**src/rtl/crkd_pkg.sv**
```systemverilog
// Package for the chord release keycode decoder: chord constants, HID code ROMs,
// per-hand decode result type and the per-hand decode function.
// No dependencies.
`timescale 1ns / 1ps

package crkd_pkg;

  localparam int unsigned ChordW = 5;
  localparam int unsigned KeyW   = 8;
  localparam int unsigned CountW = 3;

  // special chords
  localparam logic [ChordW-1:0] NAV_CHORD  = 5'h01;
  localparam logic [ChordW-1:0] NUM_CHORD  = 5'h10;
  // ROM slot used when the other group of the chord is empty
  localparam logic [ChordW-1:0] EMPTY_SLOT = 5'd15;

  localparam logic [KeyW-1:0] SHIFT_BITS  = 8'h22;
  localparam logic [KeyW-1:0] LSHIFT_BIT  = 8'h02;
  localparam logic [KeyW-1:0] MOD_CODE_LO = 8'hE0;

  // HID usage codes that get special handling
  localparam logic [KeyW-1:0] KP_DOT    = 8'h63;
  localparam logic [KeyW-1:0] KP_MINUS  = 8'h56;
  localparam logic [KeyW-1:0] KP_SLASH  = 8'h54;
  localparam logic [KeyW-1:0] KP_PLUS   = 8'h57;
  localparam logic [KeyW-1:0] KP_STAR   = 8'h55;
  localparam logic [KeyW-1:0] KEY_DOT   = 8'h37;
  localparam logic [KeyW-1:0] KEY_MINUS = 8'h2D;
  localparam logic [KeyW-1:0] KEY_SLASH = 8'h38;
  localparam logic [KeyW-1:0] KEY_EQUAL = 8'h2E;
  localparam logic [KeyW-1:0] KEY_8     = 8'h25;
  localparam logic [KeyW-1:0] ARROW_RT  = 8'h4F;
  localparam logic [KeyW-1:0] ARROW_LT  = 8'h50;
  localparam logic [KeyW-1:0] ARROW_DN  = 8'h51;
  localparam logic [KeyW-1:0] ARROW_UP  = 8'h52;

  // decode result of one hand for one scan
  typedef struct packed {
    logic [1:0][KeyW-1:0] keys;      // unused entries are zero
    logic [1:0]           count;     // 0..2
    logic [KeyW-1:0]      mods;
    logic                 set_shift;
    logic                 clr_shift;
    logic                 growing;   // next value of the growing flag
    logic                 up_first;  // next value of the up-first flag
  } hand_res_t;

  // letter layer, indexed by chord - 1
  function automatic logic [KeyW-1:0] rom_letters(input logic [ChordW-1:0] idx);
    logic [KeyW-1:0] k;
    unique case (idx)
      5'd0:  k = 8'h00;  5'd1:  k = 8'h12;  5'd2:  k = 8'h04;  5'd3:  k = 8'h2C;
      5'd4:  k = 8'h11;  5'd5:  k = 8'h16;  5'd6:  k = 8'h0F;  5'd7:  k = 8'h08;
      5'd8:  k = 8'h0C;  5'd9:  k = 8'h07;  5'd10: k = 8'h13;  5'd11: k = 8'h17;
      5'd12: k = 8'h15;  5'd13: k = 8'h0B;  5'd14: k = 8'h18;  5'd15: k = 8'h00;
      5'd16: k = 8'h00;  5'd17: k = 8'h1A;  5'd18: k = 8'h0D;  5'd19: k = 8'h19;
      5'd20: k = 8'h05;  5'd21: k = 8'h0E;  5'd22: k = 8'h14;  5'd23: k = 8'h06;
      5'd24: k = 8'h10;  5'd25: k = 8'h1B;  5'd26: k = 8'h1D;  5'd27: k = 8'h09;
      5'd28: k = 8'h0A;  5'd29: k = 8'h1C;  5'd30: k = 8'hE1;
      default: k = 8'h00;
    endcase
    return k;
  endfunction

  // number / symbol layer
  function automatic logic [KeyW-1:0] rom_num1(input logic [ChordW-1:0] idx);
    logic [KeyW-1:0] k;
    unique case (idx)
      5'd0:  k = 8'h1E;  5'd1:  k = 8'h1F;  5'd2:  k = 8'h20;  5'd3:  k = 8'h21;
      5'd4:  k = 8'h22;  5'd5:  k = 8'h23;  5'd6:  k = 8'h24;  5'd7:  k = 8'h25;
      5'd8:  k = 8'h26;  5'd9:  k = 8'h27;  5'd10: k = 8'h63;  5'd11: k = 8'h56;
      5'd12: k = 8'h54;  5'd13: k = 8'h57;  5'd14: k = 8'h55;  5'd15: k = 8'h58;
      5'd16: k = 8'h3A;  5'd17: k = 8'h3B;  5'd18: k = 8'h3C;  5'd19: k = 8'h3D;
      5'd20: k = 8'h3E;  5'd21: k = 8'h3F;  5'd22: k = 8'h40;  5'd23: k = 8'h41;
      5'd24: k = 8'h42;  5'd25: k = 8'h43;  5'd26: k = 8'h44;  5'd27: k = 8'h45;
      5'd28: k = 8'h53;  5'd29: k = 8'h47;  5'd30: k = 8'h39;
      default: k = 8'h00;
    endcase
    return k;
  endfunction

  // keypad / function layer
  function automatic logic [KeyW-1:0] rom_num2(input logic [ChordW-1:0] idx);
    logic [KeyW-1:0] k;
    unique case (idx)
      5'd0:  k = 8'h59;  5'd1:  k = 8'h5A;  5'd2:  k = 8'h5B;  5'd3:  k = 8'h5C;
      5'd4:  k = 8'h5D;  5'd5:  k = 8'h5E;  5'd6:  k = 8'h5F;  5'd7:  k = 8'h60;
      5'd8:  k = 8'h61;  5'd9:  k = 8'h62;  5'd10: k = 8'h63;  5'd11: k = 8'h56;
      5'd12: k = 8'h54;  5'd13: k = 8'h57;  5'd14: k = 8'h55;  5'd15: k = 8'h2A;
      5'd16: k = 8'h3A;  5'd17: k = 8'h3B;  5'd18: k = 8'h3C;  5'd19: k = 8'h3D;
      5'd20: k = 8'h3E;  5'd21: k = 8'h3F;  5'd22: k = 8'h40;  5'd23: k = 8'h41;
      5'd24: k = 8'h42;  5'd25: k = 8'h43;  5'd26: k = 8'h44;  5'd27: k = 8'h45;
      5'd28: k = 8'h53;  5'd29: k = 8'h47;  5'd30: k = 8'h39;
      default: k = 8'h00;
    endcase
    return k;
  endfunction

  // navigation layer; codes E0..E7 are modifiers
  function automatic logic [KeyW-1:0] rom_nav(input logic [ChordW-1:0] idx);
    logic [KeyW-1:0] k;
    unique case (idx)
      5'd0:  k = 8'h29;  5'd1:  k = 8'h4F;  5'd2:  k = 8'h14;  5'd3:  k = 8'h51;
      5'd4:  k = 8'h37;  5'd5:  k = 8'h4D;  5'd6:  k = 8'h48;  5'd7:  k = 8'h52;
      5'd8:  k = 8'h0C;  5'd9:  k = 8'h2A;  5'd10: k = 8'h04;  5'd11: k = 8'h4E;
      5'd12: k = 8'h2B;  5'd13: k = 8'hE0;  5'd14: k = 8'hE4;  5'd15: k = 8'h50;
      5'd16: k = 8'h34;  5'd17: k = 8'h4B;  5'd18: k = 8'h1A;  5'd19: k = 8'h4C;
      5'd20: k = 8'h49;  5'd21: k = 8'hE3;  5'd22: k = 8'hE7;  5'd23: k = 8'h4A;
      5'd24: k = 8'h46;  5'd25: k = 8'h2C;  5'd26: k = 8'h27;  5'd27: k = 8'hE2;
      5'd28: k = 8'hE6;  5'd29: k = 8'hE1;  5'd30: k = 8'hE5;
      default: k = 8'h00;
    endcase
    return k;
  endfunction

  // Release detection, flag update and layer decode for one hand.
  function automatic hand_res_t hand_decode(
    input logic [ChordW-1:0] pa,
    input logic [ChordW-1:0] pb,
    input logic [ChordW-1:0] ca,
    input logic [ChordW-1:0] cb,
    input logic              growing,
    input logic              up_first,
    input logic              side
  );
    hand_res_t       r;
    logic [KeyW-1:0] k;
    r          = '0;
    r.growing  = growing;
    r.up_first = up_first;
    k          = '0;
    if ((ca < pa) || (cb < pb)) begin
      if (growing) begin
        r.growing = 1'b0;
        if ((pb == NUM_CHORD) && ((pa != NAV_CHORD) || up_first)) begin
          k = (pa != '0) ? rom_num1(pa - 5'd1) : rom_num1(EMPTY_SLOT);
          // keypad symbols map onto main-row keys with a forced shift state
          case (k)
            KP_DOT:   begin k = KEY_DOT;   r.clr_shift = 1'b1; end
            KP_MINUS: begin k = KEY_MINUS; r.clr_shift = 1'b1; end
            KP_SLASH: begin k = KEY_SLASH; r.clr_shift = 1'b1; end
            KP_PLUS:  begin k = KEY_EQUAL; r.set_shift = 1'b1; end
            KP_STAR:  begin k = KEY_8;     r.set_shift = 1'b1; end
            default:  ;
          endcase
          r.keys[0] = k;
          r.count   = 2'd1;
        end else if (pa == NUM_CHORD) begin
          r.keys[0] = (pb != '0) ? rom_num2(pb - 5'd1) : rom_num2(EMPTY_SLOT);
          r.count   = 2'd1;
        end else if (pb == NAV_CHORD) begin
          // mouse chord: no key
        end else if (pa == NAV_CHORD) begin
          if (pb != '0) begin
            k = rom_nav(pb - 5'd1);
            if (k >= MOD_CODE_LO) begin
              r.mods = 8'd1 << k[2:0];
            end else begin
              // second hand mirrors the arrows
              if (side) begin
                case (k)
                  ARROW_RT: k = ARROW_LT;
                  ARROW_LT: k = ARROW_RT;
                  ARROW_DN: k = ARROW_UP;
                  ARROW_UP: k = ARROW_DN;
                  default:  ;
                endcase
              end
              r.keys[0] = k;
              r.count   = 2'd1;
            end
          end
        end else begin
          // letters: first group, then second group
          if (pa != '0) begin
            r.keys[0] = rom_letters(pa - 5'd1);
          end
          if (pb != '0) begin
            if (pa != '0) begin
              r.keys[1] = rom_letters(pb - 5'd1);
            end else begin
              r.keys[0] = rom_letters(pb - 5'd1);
            end
          end
          r.count = 2'({1'b0, pa != '0}) + 2'({1'b0, pb != '0});
        end
      end
    end else if ((ca > pa) || (cb > pb)) begin
      r.growing = 1'b1;
      if (pb != '0) begin
        r.up_first = 1'b1;
      end else if (pa != '0) begin
        r.up_first = 1'b0;
      end
    end
    return r;
  endfunction

endpackage

```
**src/rtl/chord_release_keycode_decoder_core.sv**
```systemverilog
// Chord release keycode decoder, top level.
// The report word for an accepted scan word is registered and valid in the next cycle.
// Throughput: one scan word per cycle; a held report blocks input until it is taken.
// Per-hand decode is one pass of compares and small ROM lookups.
// Reset (rst_ni low, async): previous chords cleared, flags set, no report pending.
// Depends on crkd_pkg.
`timescale 1ns / 1ps

module chord_release_keycode_decoder_core
  import crkd_pkg::*;
(
  input  logic        clk_i,
  input  logic        rst_ni,
  // scan words in
  input  logic        s_axis_tvalid,
  output logic        s_axis_tready,
  input  logic [23:0] s_axis_tdata,   // side0_first, side0_second, side1_first, side1_second
  // report words out
  output logic        m_axis_tvalid,
  input  logic        m_axis_tready,
  output logic [47:0] m_axis_tdata    // modifier_bits, key_a, key_b, key_c, key_d, key_count
);

  logic [3:0][ChordW-1:0] prev_q, prev_d;
  logic [1:0]             growing_q, growing_d;
  logic [1:0]             up_first_q, up_first_d;
  logic                   out_valid_q, out_valid_d;
  logic [KeyW-1:0]        mods_q, mods_d;
  logic [3:0][KeyW-1:0]   keys_q, keys_d;
  logic [CountW-1:0]      count_q, count_d;

  logic [3:0][ChordW-1:0] cur;
  hand_res_t              h0, h1;
  logic                   in_acc;
  logic [KeyW-1:0]        mods_or, mods_clr;

  // input handshake: a held report only blocks when it is not being taken
  assign s_axis_tready = !out_valid_q || m_axis_tready;
  assign in_acc        = s_axis_tvalid && s_axis_tready;

  // unpack scan word
  assign cur[0] = s_axis_tdata[4:0];
  assign cur[1] = s_axis_tdata[9:5];
  assign cur[2] = s_axis_tdata[14:10];
  assign cur[3] = s_axis_tdata[19:15];

  // per-hand decode
  assign h0 = hand_decode(prev_q[0], prev_q[1], cur[0], cur[1],
                          growing_q[0], up_first_q[0], 1'b0);
  assign h1 = hand_decode(prev_q[2], prev_q[3], cur[2], cur[3],
                          growing_q[1], up_first_q[1], 1'b1);

  // shift fix-up over both hands
  assign mods_or  = h0.mods | h1.mods;
  assign mods_clr = (h0.clr_shift || h1.clr_shift) ? (mods_or & ~SHIFT_BITS) : mods_or;

  always_comb begin
    prev_d      = prev_q;
    growing_d   = growing_q;
    up_first_d  = up_first_q;
    out_valid_d = out_valid_q;
    mods_d      = mods_q;
    keys_d      = keys_q;
    count_d     = count_q;
    if (m_axis_tready) begin
      out_valid_d = 1'b0;
    end
    if (in_acc) begin
      prev_d      = cur;
      growing_d   = {h1.growing, h0.growing};
      up_first_d  = {h1.up_first, h0.up_first};
      out_valid_d = 1'b1;
      mods_d      = mods_clr;
      if ((h0.set_shift || h1.set_shift) && ((mods_clr & SHIFT_BITS) == '0)) begin
        mods_d = mods_clr | LSHIFT_BIT;
      end
      // pack first-hand keys ahead of second-hand keys
      case (h0.count)
        2'd1:    keys_d = {8'h00, h1.keys[1], h1.keys[0], h0.keys[0]};
        2'd2:    keys_d = {h1.keys[1], h1.keys[0], h0.keys[1], h0.keys[0]};
        default: keys_d = {8'h00, 8'h00, h1.keys[1], h1.keys[0]};
      endcase
      count_d = CountW'(h0.count) + CountW'(h1.count);
    end
  end

  // control and state registers
  always_ff @(posedge clk_i or negedge rst_ni) begin
    if (!rst_ni) begin
      prev_q      <= '0;
      growing_q   <= '1;
      up_first_q  <= '1;
      out_valid_q <= 1'b0;
    end else begin
      prev_q      <= prev_d;
      growing_q   <= growing_d;
      up_first_q  <= up_first_d;
      out_valid_q <= out_valid_d;
    end
  end

  // report payload
  always_ff @(posedge clk_i) begin
    mods_q  <= mods_d;
    keys_q  <= keys_d;
    count_q <= count_d;
  end

  assign m_axis_tvalid = out_valid_q;
  assign m_axis_tdata  = {5'd0, count_q, keys_q[3], keys_q[2], keys_q[1], keys_q[0], mods_q};

endmodule
```
**config.mk**
```make
export PLATFORM = sky130hd
export DESIGN_NAME = chord_release_keycode_decoder_core
export DESIGN_NICKNAME = d
export VERILOG_FILES = /design/src/rtl/crkd_pkg.sv /design/src/rtl/chord_release_keycode_decoder_core.sv
export SDC_FILE = /design/constraint.sdc
export NUM_CORES = 1
export LEC_CHECK = 0
export BUFFER_PORTS_ARGS = -buffer_cell sky130_fd_sc_hd__buf_4
export CORE_ASPECT_RATIO = 1.1
export CORE_UTILIZATION = 25
export DETAILED_ROUTE_END_ITERATION = 8
export GPL_ROUTABILITY_DRIVEN = 0
export PLACE_DENSITY = 0.38
export SETUP_SLACK_MARGIN = 0.4
export SKIP_LAST_GASP = 1
export SLEW_MARGIN = 20
export SYNTH_ARGS = -nofsm -noshare
export SYNTH_HDL_FRONTEND = slang
export SYNTH_SLANG_ARGS = --single-unit
```
**constraint.sdc**
```tcl
create_clock -name clk_i -period 5.24 [get_ports clk_i]
set_input_delay 1.572 -clock clk_i [delete_from_list [all_inputs] [get_ports clk_i]]
set_output_delay 1.572 -clock clk_i [all_outputs]
set_load 0.01 [all_outputs]
```
==> flow_summary.yaml <==
routing:
  drc_errors: 0
  drt_iter0_markers: 769
  top_layer: "met4"
  met1_length_um: 17400
  avgRoutedWirePerCell_um: 21.7
  finalWirelength_um: 38900
  vias: 10200
  ant_nets: 0
  wl_met3_um: 1430
  drtPass1Iterations: 5
  via_per_inst: 5.68
  route.met2.wl_um: 19100
pwr:
  power.density_nw_per_um2: 371
  total_power_mw: 4.03
  p_leak_nw: 4.16
  vdd_drop_max_v: 0.000146
clock_network:
  htree_levels: 3
  ctsHoldBuffers: 0
  post_cts_buffers: 0
  cts-root-buf: "clkbuf_16"
  clk_latency_ps: 360
  cts_tree: "done"
  cts_resized: 0
  cts.path.max_buffers: 2
  clkTransAtPathRegs_ps: 70
  numClockSinks: 67
  cts_buffers: 9
placed_design:
  portBuffers: 68
  place_hpwl_um: 29600
floorplan:
  rows: 73
  fp.coreArea_sq_um: 36400
  die_h_um: 204
  die_area_sq_um: 38000
  start_util_pct: 25.6
  die_x_um: 186
  io_pins: 78
timing:
  drv_slew: 0
  layout_min_cycle_time_ps: 4580
  hold_viol_final: 0
  clock_skew_ps: 15.5
  fin_crit_sh_pct: 87.3
  setup-tns-final_ps: 0
  worstMarginPinSlew_ps: 920
  relSlewSlack_pct: 38.6
  setup_viol: 0
  fmax_mhz: 219
  rsz0062_at_grt: "no"
critical_path:
  worst-path-buf-inv: 3
  worstPathCellList: "buf_4 > ha_1 > nor2b_1 > o21a_1 > o21a_1 > o21ai_0 > a22oi_1 > nor2_1 > nand4_1 > ha_1 > inv_1 > nand2_1 > a21oi_1 > buf_4 > a21boi_0 > a31o_1"
  arrival_ps: 4780
  worst_ep_required_time_ps: 5450
  crit_family: "compound AO/OA/AOI/OAI gates"
  crit_type: "in -> reg"
  cp-start-kind: "primary input"
  cpMaxStageDelayCell: "ha_1"
  endpoint_kind: "flip-flop"
  cp_slowest_stage_delay_ps: 380
  cp_max_fo: 7
logic_synthesis:
  yosys_register_bits: 67
  yosys.area.top_type_share_pct: 13.5
  syn_avg_cell_area_sq_um: 7.43
  synth_edf_count: 42
  synth.most_common_cell: "nand2_1"
  synthCells: 1253
  synthTopCellsByCount: "nand2_1 (125), o21ai_0 (119), a21oi_1 (104)"
  netlist-cell-type-count: 104
  synth-warning-count: 0
  yosysTopAreaCell: "edfxtp_1"
  ys_seq_area_share_pct: 20.3
  synthArstFlopShare_pct: 37.3
  ys.flop_type: "edfxtp_1"
  synth_area_leaders: "edfxtp_1 (14%), ha_1 (9.0%), o21ai_0 (6.4%), dfrtp_1 (5.6%), a21oi_1 (5.6%)"
  syn_area_sq_um: 9310
finish:
  area_growth_pct: 16.6
  n_antenna_cell: 0
  drive_gt1_share_pct: 15.0
  nNetsFinal: 1396
  final_util_pct: 29.8
grt:
  grtUsageTotal_pct: 20.8
  grt_first_pass_wirelength_um: 60300
  grt_max_degree: 68
  grt_remaining_overflow: 0
  grt_pass1_vias: 9910
  antenna_found_initial: 0
outcome:
  status: "finished, final reports clean"
hold_path:
  hold_path_class: "reg -> reg"
flow_run:
  cap_violations: 0
## power breakdown
part | switching (mW) | internal [mW] | leakage, nW
clock | 0.307 | 0.428 | 0.160
combinational | 1.68 | 0.910 | 3.29
sequential | 0.0578 | 0.648 | 0.713
total | 2.04 | 1.99 | 4.16
## registers in the layout, indices dropped and copies added, names as in the netlist
signal / count
m_axis_tdata: 31
prev_q: 20
mods_q: 8
count_q: 3
growing_q: 2
up_first_q: 2
m_axis_tvalid: 1
## stage by stage
stage | cell area, sq um | std cells | setup WS (ps) | hold slack (ps)
final | 10900 | 1792 | 664 | 498
after global routing | 10900 | 1792 | 445 | 550
after CTS | 10800 | 1792 | 647 | 501
after detailed placement | 10500 | 1776 | 386 | 490
after global placement | 10500 | 1776 | 326 | 486
after floorplan | 9330 | 1257 | 779 | 465
## routing by layer
metal	GRT usage, %	up-vias
met5	0	-
met4	6.67	0
met3	1.84	45
met2	35.4	277
met1	27.4	4990
li1	-	4872
## layout by cell type, fill, tap and decap left out, types with 9 or more instances in the layout
cell type  count
nand2_1      125
nor2b_1       18
nor3_1        46
o21a_1        11
o211ai_1      15
o221ai_1      11
a31oi_1       35
nor4_1        10
dfrtp_1       21
clkbuf_16      9
ha_1          66
and3_1        11
edfxtp_1      42
buf_4        129
o31ai_1       15
or3_1         14
inv_1         52
mux2i_1       14
nand3_1       28
xnor2_1       17
a211oi_1      16
o32ai_1       11
o2111ai_1      9
nand4_1       12
a21oi_1      104
a21o_1        10
o22ai_1       17
nand2b_1      18
o21ai_0      119
nor2_1        91
## layout make-up
type	count	area (sq um)
inverters	59	226
clock inverters	7	108
well taps	487	609
multi-input cells	1032	6790
clock buffers	9	225
repair buffers	131	1000
flip-flops and latches	67	1890
fillers	3986	25600
## cell families after synthesis
| logic type | synth area share, % |
|---|---|
| AO/OA/AOI/OAI | 35.3 |
| XOR/XNOR | 1.87 |
| adder cells (fa/ha/maj) | 9.33 |
| buffers and inverters | 7.07 |
| flip-flops | 20.3 |
| multiplexers | 2.11 |
| other | 0.0403 |
| AND/OR/NAND/NOR | 24.0 |
## path summary, 6_finish.rpt
path	startpoint	to	slack [ps]	cells after the start
setup / recovery	s_axis_tdata[1]	m_axis_tdata[11]	660	16
hold / removal	up_first_q[1]	up_first_q[1]	500	2
setup reg to reg	prev_q[5]	m_axis_tdata[11]	810	18
hold reg to reg	up_first_q[1]	up_first_q[1]	500	2
max in group asynchronous	rst_ni	growing_q[1]	3730	1
min in group asynchronous	rst_ni	prev_q[5]	1140	1
## tightest hold or removal path: stages, from the launching register on
cell and delay, ps:
dfstp_2 390, nand2_1 50, o21ai_0 60
Note: power is estimated with default switching activity, not from simulation.
